**config.mk**
```make
export PLATFORM = sky130hd
export DESIGN_NAME = windowed_angle_velocity_estimator
export DESIGN_NICKNAME = d
export VERILOG_FILES = /design/src/rtl/wave_pkg.sv /design/src/rtl/windowed_angle_velocity_estimator.sv
export SDC_FILE = /design/constraint.sdc
export NUM_CORES = 2
export LEC_CHECK = 0
export ABC_CLOCK_PERIOD_IN_PS = 23700
export BUFFER_PORTS_ARGS = -buffer_cell sky130_fd_sc_hd__buf_4
export CAP_MARGIN = 20
export CELL_PAD_IN_SITES_DETAIL_PLACEMENT = 0
export CELL_PAD_IN_SITES_GLOBAL_PLACEMENT = 1
export CORE_ASPECT_RATIO = 2
export CORE_UTILIZATION = 59
export DETAILED_ROUTE_END_ITERATION = 6
export GPL_ROUTABILITY_DRIVEN = 0
export HOLD_SLACK_MARGIN = 0.02
export PLACE_DENSITY = 0.92
export SYNTH_ARGS = -nofsm -noshare
export SYNTH_HDL_FRONTEND = slang
export SYNTH_SLANG_ARGS = --single-unit
```
**constraint.sdc**
```tcl
create_clock -name clk -period 23.7 [get_ports clk]
set_input_delay 1.185 -clock clk [delete_from_list [all_inputs] [get_ports clk]]
set_output_delay 1.185 -clock clk [all_outputs]
set_load 0.02 [all_outputs]
```
**src/rtl/wave_pkg.sv**
```systemverilog
// Shared types and constants for the windowed angle velocity estimator.
`timescale 1ns / 1ps

package wave_pkg;

  // Q3.12 angle wrap limits
  localparam logic signed [16:0] PI_Q     = 17'sd12868;
  localparam logic signed [16:0] TWO_PI_Q = 17'sd25736;

  localparam int TPS_W = 30;
  localparam logic [TPS_W-1:0] TPS_RESET = 30'd1000000;

  // |dangle| * ticks_per_second stays below 2**61
  localparam int MAG_W = 61;
  localparam int CNT_W = $clog2(MAG_W);

  typedef struct packed {
    logic [31:0]        timestamp;
    logic signed [15:0] angle_0;
    logic signed [15:0] angle_1;
  } in_item_t;

  typedef struct packed {
    logic signed [31:0] velocity_0;
    logic signed [31:0] velocity_1;
    logic               velocity_fresh;
    logic               saturated;
  } out_item_t;

  typedef enum logic [2:0] {
    S_IDLE,
    S_RD,
    S_UPD,
    S_MUL,
    S_DIV,
    S_SAT,
    S_OUT
  } state_t;

endpackage

```
**src/rtl/windowed_angle_velocity_estimator.sv**
```systemverilog
// Windowed finite-difference velocity estimator with phase unwrap, two servos.
// Per servo an item runs S_RD and S_UPD, and when velocities are recomputed also S_MUL,
//   S_DIV (the shared one-bit-per-cycle restoring divider) and S_SAT; then S_OUT.
// One item at a time: in_ready is high only in S_IDLE, and a result beat still
//   waiting in the output register holds the next result, and so the next item, back.
// Reset (rst_n low, synchronous): pointer, fill flag, angles, velocities, tick rate; no ring clear.
`timescale 1ns / 1ps

module windowed_angle_velocity_estimator
  import wave_pkg::*;
#(
  parameter int WINDOW      = 16,
  parameter int SERVO_COUNT = 2
) (
  input  logic             clk,
  input  logic             rst_n,
  input  logic             in_valid,
  output logic             in_ready,
  input  in_item_t         in_data,
  output logic             out_valid,
  input  logic             out_ready,
  output out_item_t        out_data,
  input  logic             cfg_valid,
  output logic             cfg_ready,
  input  logic [TPS_W-1:0] cfg_data
);

  localparam int SLOT_W = $clog2(WINDOW);
  localparam int UW_D   = WINDOW * SERVO_COUNT;
  localparam int UW_AW  = $clog2(UW_D);
  localparam int SV_W   = (SERVO_COUNT > 1) ? $clog2(SERVO_COUNT) : 1;

  // ring memories
  logic [31:0] tm_mem [WINDOW];
  logic [31:0] uw_mem [UW_D];

  state_t state_r, state_nxt;

  logic [TPS_W-1:0]  tps_r;
  logic [SLOT_W-1:0] slot_r, slot_next, prev_slot, old_idx;
  logic              filled_r;
  logic [SV_W-1:0]   sv_r;
  logic signed [15:0] last_raw_r [SERVO_COUNT];
  logic signed [31:0] held_r     [SERVO_COUNT];

  in_item_t           in_r;
  logic [31:0]        tm_rd_r, uw_prev_rd_r, uw_old_rd_r;
  logic [31:0]        dt_r;
  logic               fresh_r, clip_r;
  logic signed [31:0] dangle_r;
  logic               neg_r;
  logic [31:0]        rem_r;
  logic [MAG_W-1:0]   quo_r;
  logic [CNT_W-1:0]   cnt_r;

  logic              out_valid_r;
  out_item_t         out_data_r;

  logic              accept, out_load, last_sv;
  logic [UW_AW-1:0]  uw_wa, uw_pa, uw_oa;
  logic signed [15:0] raw;
  logic signed [16:0] step_raw, step;
  logic [31:0]        uw_new;
  logic [31:0]        mag_a;
  logic [61:0]        prod;
  logic [32:0]        rem_sh;
  logic               rem_ge;
  logic signed [31:0] vel;
  logic               vel_clip;
  logic signed [31:0] vel1_out;

  assign in_ready  = (state_r == S_IDLE);
  assign accept    = in_valid && in_ready;
  assign cfg_ready = 1'b1;
  assign out_valid = out_valid_r;
  assign out_data  = out_data_r;
  assign out_load  = (state_r == S_OUT) && (!out_valid_r || out_ready);
  assign last_sv   = (sv_r == SV_W'(SERVO_COUNT - 1));

  // ring indexes
  assign slot_next = (slot_r == SLOT_W'(WINDOW - 1)) ? '0 : slot_r + 1'b1;
  assign prev_slot = (slot_r == '0) ? SLOT_W'(WINDOW - 1) : slot_r - 1'b1;
  assign old_idx   = slot_next;

  assign uw_wa = UW_AW'(slot_r)    * UW_AW'(SERVO_COUNT) + UW_AW'(sv_r);
  assign uw_pa = UW_AW'(prev_slot) * UW_AW'(SERVO_COUNT) + UW_AW'(sv_r);
  assign uw_oa = UW_AW'(old_idx)   * UW_AW'(SERVO_COUNT) + UW_AW'(sv_r);

  // step wrap: one 2*pi correction when the step lies beyond +/- pi
  always_comb begin
    raw      = (sv_r == '0) ? in_r.angle_0 : in_r.angle_1;
    step_raw = 17'(raw) - 17'(last_raw_r[sv_r]);
    if (step_raw > PI_Q) begin
      step = step_raw - TWO_PI_Q;
    end else if (step_raw < -PI_Q) begin
      step = step_raw + TWO_PI_Q;
    end else begin
      step = step_raw;
    end
    uw_new = filled_r ? (uw_prev_rd_r + 32'(step)) : 32'(raw);
  end

  assign mag_a = dangle_r[31] ? 32'(-dangle_r) : 32'(dangle_r);
  assign prod  = mag_a * tps_r;

  assign rem_sh = {rem_r, quo_r[MAG_W-1]};
  assign rem_ge = (rem_sh >= {1'b0, dt_r});

  // quotient magnitude to signed 32 with clipping
  always_comb begin
    if (neg_r) begin
      vel_clip = (|quo_r[MAG_W-1:32]) || (quo_r[31] && (|quo_r[30:0]));
      vel      = vel_clip ? 32'sh80000000 : 32'(~quo_r[31:0] + 32'd1);
    end else begin
      vel_clip = |quo_r[MAG_W-1:31];
      vel      = vel_clip ? 32'sh7fffffff : 32'(quo_r[31:0]);
    end
  end

  always_comb begin
    vel1_out = '0;
    if (SERVO_COUNT > 1) begin
      vel1_out = held_r[SERVO_COUNT-1];
    end
  end

  // memories: registered reads
  always_ff @(posedge clk) begin
    if (accept) begin
      tm_mem[slot_r] <= in_data.timestamp;
    end
    tm_rd_r <= tm_mem[old_idx];
  end

  always_ff @(posedge clk) begin
    if (state_r == S_UPD) begin
      uw_mem[uw_wa] <= uw_new;
    end
    uw_prev_rd_r <= uw_mem[uw_pa];
    uw_old_rd_r  <= uw_mem[uw_oa];
  end

  always_ff @(posedge clk) begin
    if (!rst_n) begin
      state_r <= S_IDLE;
    end else begin
      state_r <= state_nxt;
    end
  end

  always_comb begin
    state_nxt = state_r;
    unique case (state_r)
      S_IDLE: if (accept) state_nxt = S_RD;
      S_RD:   state_nxt = S_UPD;
      S_UPD: begin
        if (fresh_r) begin
          state_nxt = S_MUL;
        end else begin
          state_nxt = last_sv ? S_OUT : S_RD;
        end
      end
      S_MUL:  state_nxt = S_DIV;
      S_DIV:  if (cnt_r == '0) state_nxt = S_SAT;
      S_SAT:  state_nxt = last_sv ? S_OUT : S_RD;
      S_OUT:  if (out_load) state_nxt = S_IDLE;
      default: state_nxt = S_IDLE;
    endcase
  end

  // control and architectural state
  always_ff @(posedge clk) begin
    if (!rst_n) begin
      tps_r       <= TPS_RESET;
      slot_r      <= '0;
      filled_r    <= 1'b0;
      sv_r        <= '0;
      out_valid_r <= 1'b0;
      for (int i = 0; i < SERVO_COUNT; i++) begin
        last_raw_r[i] <= '0;
        held_r[i]     <= '0;
      end
    end else begin
      if (cfg_valid && cfg_ready) begin
        tps_r <= cfg_data;
      end
      if (accept) begin
        sv_r <= '0;
      end
      if (state_r == S_UPD) begin
        last_raw_r[sv_r] <= raw;
        if (!fresh_r && !last_sv) sv_r <= sv_r + 1'b1;
      end
      if (state_r == S_SAT) begin
        held_r[sv_r] <= vel;
        if (!last_sv) sv_r <= sv_r + 1'b1;
      end
      if (out_load) begin
        slot_r <= slot_next;
        if (slot_next == '0) filled_r <= 1'b1;
      end
      if (out_load) begin
        out_valid_r <= 1'b1;
      end else if (out_ready) begin
        out_valid_r <= 1'b0;
      end
    end
  end

  // datapath
  always_ff @(posedge clk) begin
    unique case (state_r)
      S_IDLE: begin
        if (accept) begin
          in_r   <= in_data;
          clip_r <= 1'b0;
        end
      end
      S_RD: begin
        dt_r    <= in_r.timestamp - tm_rd_r;
        fresh_r <= filled_r && (in_r.timestamp != tm_rd_r);
      end
      S_UPD: begin
        dangle_r <= uw_new - uw_old_rd_r;
      end
      S_MUL: begin
        neg_r <= dangle_r[31];
        quo_r <= prod[MAG_W-1:0];
        rem_r <= '0;
        cnt_r <= CNT_W'(MAG_W - 1);
      end
      S_DIV: begin
        rem_r <= rem_ge ? 32'(rem_sh - {1'b0, dt_r}) : rem_sh[31:0];
        quo_r <= {quo_r[MAG_W-2:0], rem_ge};
        cnt_r <= cnt_r - 1'b1;
      end
      S_SAT: begin
        clip_r <= clip_r | vel_clip;
      end
      S_OUT: begin
        if (out_load) begin
          out_data_r.velocity_0     <= held_r[0];
          out_data_r.velocity_1     <= vel1_out;
          out_data_r.velocity_fresh <= fresh_r;
          out_data_r.saturated      <= clip_r;
        end
      end
      default: ;
    endcase
  end

endmodule

```
# Word level (Yosys, flattened, before mapping)
# Memories as Yosys holds them, arrays and structs flattened. A register that Yosys moved wholly into a read port is not among the register bits.
# Cells that the tools add are included.
dict set report word_totals {
  reg_bits 272
  ramBits 1632
  input_bits 99
  out_inout_bits 69
  word_cells 130
  n_memories 4
}
dict set report classes {
  n_addsub 16
  mul 1
  magnitude_cmp 3
  n_eq_ne 11
  n_mux 47
  n_bitwise 2
  n_reduce_logical 27
}
# memory words width rd rd_ports_with_merged_regs write_ports line
set memory_table {}
lappend memory_table {uw_mem 32 32 2 2 1 windowed_angle_velocity_estimator.sv:35} ;# logic [31:0] uw_mem [UW_D];
lappend memory_table {tm_mem 16 32 1 1 1 windowed_angle_velocity_estimator.sv:34} ;# logic [31:0] tm_mem [WINDOW];
lappend memory_table {held_r 2 32 2 2 2 windowed_angle_velocity_estimator.sv:44} ;# logic signed [31:0] held_r [SERVO_COUNT];
lappend memory_table {last_raw_r 2 16 1 1 2 windowed_angle_velocity_estimator.sv:43} ;# logic signed [15:0] last_raw_r [SERVO_COUNT];
# cell n
set op_table {}
lappend op_table {{$mux W32} 7}
lappend op_table {{$pmux W61 S2} 1}
lappend op_table {{$sub A32 B32 Y32} 3}
lappend op_table {{$pmux W32 S2} 1}
lappend op_table {{$mul A32 B30 Y61} 1}
lappend op_table {{$mux W17} 2}
lappend op_table {{$ge A33 B32 Y1} 1}
lappend op_table {{$add A32 B1 Y32 const B} 1}
lappend op_table {{$add A32 B32 Y32} 1}
lappend op_table {{$mux W16} 2}
lappend op_table {{$ne A32 B32 Y1} 1}
lappend op_table {{$neg A32 Y32} 1}
lappend op_table {{$not A32 Y32} 1}
lappend op_table {{$reduce_or A32 Y1} 1}
lappend op_table {{$reduce_or A31 Y1} 1}
lappend op_table {{$reduce_or A30 Y1} 1}
lappend op_table {{$reduce_or A29 Y1} 1}
lappend op_table {{$mux W1} 24}
lappend op_table {{$pmux W3 S7} 1}
lappend op_table {{$add A17 B16 Y17 const B} 1}
lappend op_table {{$gt A17 B15 Y1 const B} 1}
lappend op_table {{$lt A17 B15 Y1 const B} 1}
lappend op_table {{$sub A16 B16 Y17} 1}
lappend op_table {{$sub A17 B16 Y17 const B} 1}
lappend op_table {{other kinds (26)} 50}

# Logic depth before layout (Yosys ltp)
dict set report depth {
  ltp_word 8
  ltp_mapped 48
  depth_no_buf 43
}

# Worst setup path before layout
# No wires, ideal clock.
dict set report synth_path {
  path_type {register to register}
  start {register sv_r, in the netlist last_sv}
  end {register dangle_r[30], data pin}
  setup_ns 0.258
  arrival_time_ns 10.234
  t_required_ns 23.442
  setup_slack_ns 13.208
  path_stages_with_launch 45
  path_buffers 6
  period_less_slack_ns 10.492
  cell_sequence {dfxtp_1 -> clkbuf_1 -> clkbuf_1 -> clkbuf_1 -> buf_1 -> clkbuf_1 -> mux2i_1 -> inv_1 -> ha_1 -> a21oi_1 -> a21boi_0 -> nor2_1 -> inv_1 -> ha_1 -> inv_1 -> a221oi_1 -> o311ai_0 -> a211oi_1 -> (+9 left out) -> o21a_1 -> a31oi_1 -> o21bai_1 -> a21oi_1 -> xor2_1 -> a21oi_1 -> ha_1 -> a21o_1 -> a21o_1 -> a21o_1 -> a21oi_1 -> o21ai_0 -> a221o_1 -> a41o_1 -> o41ai_1 -> o21ai_0 -> a21oi_1 -> xnor2_1}
}
dict set report synth_between {
  elab_chain_cells 8
  word_cells_on_any_way 11
  cone_classes {add/sub (5); order compare (2); mux (4)}
}
# element line
set synth_rtl {}
lappend synth_rtl {{start: declaration} windowed_angle_velocity_estimator.sv:42} ;# logic [SV_W-1:0] sv_r;
lappend synth_rtl {{start signal: assignment} windowed_angle_velocity_estimator.sv:192} ;# if (!fresh_r && !last_sv) sv_r <= sv_r + 1'b1;
lappend synth_rtl {{start signal: assignment} windowed_angle_velocity_estimator.sv:196} ;# if (!last_sv) sv_r <= sv_r + 1'b1;
lappend synth_rtl {{$mux W16 (*)} windowed_angle_velocity_estimator.sv:91} ;# raw = (sv_r == '0) ? in_r.angle_0 : in_r.angle_1;
lappend synth_rtl {{named net raw[2]} windowed_angle_velocity_estimator.sv:61} ;# logic signed [15:0] raw;
lappend synth_rtl {{$sub A16 B16 Y17 (*)} windowed_angle_velocity_estimator.sv:92} ;# step_raw = 17'(raw) - 17'(last_raw_r[sv_r]);
lappend synth_rtl {{$add A17 B16 Y17 / $lt A17 B15 Y1 (equally long branches)} {windowed_angle_velocity_estimator.sv:96, windowed_angle_velocity_estimator.sv:95}}
lappend synth_rtl {{$mux W17} windowed_angle_velocity_estimator.sv:95} ;# end else if (step_raw < -PI_Q) begin
lappend synth_rtl {{$mux W17 (*)} windowed_angle_velocity_estimator.sv:93} ;# if (step_raw > PI_Q) begin
lappend synth_rtl {{$add A32 B32 Y32 (*)} windowed_angle_velocity_estimator.sv:100} ;# uw_new = filled_r ? (uw_prev_rd_r + 32'(step)) : 32'(raw);
lappend synth_rtl {{$mux W32 (*)} windowed_angle_velocity_estimator.sv:100}
lappend synth_rtl {{named net uw_new[14]} windowed_angle_velocity_estimator.sv:63} ;# logic [31:0] uw_new;
lappend synth_rtl {{$sub A32 B32 Y32 (*)} windowed_angle_velocity_estimator.sv:224} ;# dangle_r <= uw_new - uw_old_rd_r;
lappend synth_rtl {{end signal: assignment} windowed_angle_velocity_estimator.sv:224}
lappend synth_rtl {{end: declaration} windowed_angle_velocity_estimator.sv:50} ;# logic signed [31:0] dangle_r;
# Mark *: on every way through the listed nets, which the timed path passes. The rest lies on a longest branch.
# A chain may end at the register's enable or synchronous reset.

# Final worst setup path
# Same ends and word-level chain as after synthesis.

==> results by group <==
Yosys
  – Seq/Total Area, Yosys: 0.488
  – Ys async rst share: 0
  – Yosys Warn Count: 0
  – Synthesized area per cell: 14.3 um2
  – Seq cells post-synth: ~2100
  – Top FF cell, synth: edfxtp_1
  – Synth Instances: around 8700
  – Synthesized area: around 120000 um2
  – Yosys top cell by area: edfxtp_1
  – Post-synthesis net count: 10000
  – Top-area cell type share of the netlist area: 0.466
  – Post-synth top cells: 1928 x edfxtp_1, 1039 x inv_1, 840 x fa_1, 800 x mux4_2, 640 x and2_1
  – Most common cell in the netlist: edfxtp_1
  – Unique masters post-synth: between 80 and 90
  – Top post-synthesis cells by area: edfxtp_1 47%, mux4_2 14%, fa_1 14%
  – EDFF count, synth: 1928

GRT
  – Largest net degree at the start of global routing: 167
  – Initial antenna violation count: 23
  – Grt total ovfl: 0
  – First-pass GRT wire length: 526000 um
  – Vias in the first global route: 83200
  – GRT Total Usage: 0.341

STA
  – Final hold violations: 0
  – Worst Tran Pin Value: 1470 ps
  – Final min period: 12480 ps
  – Layout Skew: around 110 ps
  – Period utilization: 0.526
  – Slew headroom: 0.0206
  – Setup TNS Final: 0 ps
  – Final setup violation count: 0
  – Max Freq: 80.2 MHz
  – Max-slew violations: 0
  – RSZ-0062 raised after global routing: no

Clock tree
  – TritonCTS buffer count: around 180
  – Clock Path Buffers: 4
  – H-tree levels: 4
  – Skew-Pair Late Insertion Delay: 890 ps
  – Resized cells post-CTS: 0
  – CTS clock-pin slew for the worst setup and hold paths: 70 ps
  – Clk sinks: 2065
  – CTS Root Cell: clkbuf_16
  – Post-CTS setup buffer count: 0
  – CTS tree: built
  – Hold_buf cts: 0

Cells and area
  – Area delta synth->final: 9.00%
  – Share of layout cells above drive strength 1: 0.184
  – Layout Nets: 10100
  – Final instance area: 135000 um2

Drt
  – Vias: 77900
  – DR WL/cell: between 30 and 40 um
  – First-pass DRT Iterations: 7
  – Residual DRC: 26
  – Initial DRC Count: 7813
  – Post-route ant nets: 0
  – DR vias/cell: 6.69
  – Final wirelength: 358000 um

Floorplanning
  – Die width: 327 um
  – Die H: 651 um
  – Ports: 168
  – DIE AREA: 213000 um2
  – Core area: 209000 um2
  – Row cnt: ~240
  – Initial Util: 0.595

Placement
  – Placed Area: 129000 um2
  – IO Port Bufs: 166
  – Dpl hpwl: 230000 um

Critical path
  – WP data required: about 24000 ps
  – Critical path class: reg2reg
  – Largest stage delay, worst path: 780 ps
  – Slowest stage cell, crit path: buf_4
  – Nature of the critical path endpoint: flip-flop
  – CP Launch Type: flip-flop
  – Critical path data arrival time: 13070 ps
  – Critical Path Fanout Max: 45
  – Most used cell, CP: a21oi_1

Hold path
  – HP Class: reg2reg

Run status
  – Failing checks: design-rule violations
  – Status: finished, violations left

Run
  – Max cap viols: 0
## flip-flops by register name, indices dropped and copies added, names as in the netlist, 3 cells and up, named ones only
register      flops
tps_r            30
out_data         66
uw_prev_rd_r     32
uw_mem         1024
dangle_r         32
tm_rd_r          32
in_r             64
last_raw_r       32
dt_r             32
uw_old_rd_r      32
rem_r            32
quo_r            61
slot_r            4
held_r           64
tm_mem          512
state_r           3
cnt_r             6
## placed cells by master (no fill, tap or decap), types with 55 or more instances in the layout
cell type	synthesis	routed
ha_1	397	396
mux2i_1	72	72
nand3_1	59	59
a21o_1	103	103
buf_4	2	323
and2_1	640	624
mux4_2	800	800
mux2_2	66	66
inv_1	1039	1038
a21oi_1	237	234
o21ai_0	174	160
nor2_1	307	273
fa_1	840	840
edfxtp_1	1928	1928
clkbuf_16	0	183
nand2_1	628	627
nor3_1	58	55
xnor2_1	163	135
dfxtp_1	137	132
## final cells by class
class | count | area (um2)
diodes | 7 | 17.5
well taps | 2748 | 3440
repair buffers | 341 | 2810
flip-flops and latches | 2065 | 60600
clock buffers | 215 | 4780
multi-input cells | 5115 | 58700
inverters | 1039 | 3900
clock inverters | 111 | 1210
fillers | 14300 | 73300
## cells by family after synthesis
family | share of synthesized area
flops | 0.488
simple gates | 0.0787
buf+inv | 0.0458
fa+ha+maj | 0.175
mux | 0.157
compound gates | 0.0406
xor+xnor | 0.0149
other cells | 0.0000302
## worst paths after layout
path / startpoint / endpoint / slack (ps) / depth (start not counted)
max: last_sv / dangle_r[30] / 11220 / 39
min: held_r[1][23] / out_data[25] / 420 / 0
max reg2reg: last_sv / dangle_r[30] / 11220 / 39
min reg2reg: held_r[1][23] / out_data[25] / 420 / 0
## stage by stage
step	util	setup WS [ps]	std cells	hold slack, ps
final	0.649	11220	11600	418
after detailed placement	0.619	11690	11300	405
after floorplan	-	13210	8692	400
after global placement	0.619	11680	11300	405
after CTS	0.647	11560	11600	418
after global routing	0.649	10470	11600	427
## routing by layer
layer / global-route usage / up-vias / routed length [um]
met5: 0 / - / 160
met4: 0.281 / 26 / 35400
met3: 0.0627 / 1665 / 31900
met2: 0.591 / 5204 / 184000
met1: 0.360 / 39700 / 107000
li1: - / 31200 / -
## critical path: cells and delay by family, from the launching register on
kind,cells,cell delay [ps]
buffers and inverters,4,1810
flip-flops,1,690
AND/OR/NAND/NOR,10,2450
XOR/XNOR,2,230
multiplexers,1,500
AO/OA/AOI/OAI,19,5480
adder cells (fa/ha/maj),3,1020
Power is left out: the tool's default activity adds up to more than one toggle a clock period on the data nets, which glitch-free logic cannot reach.
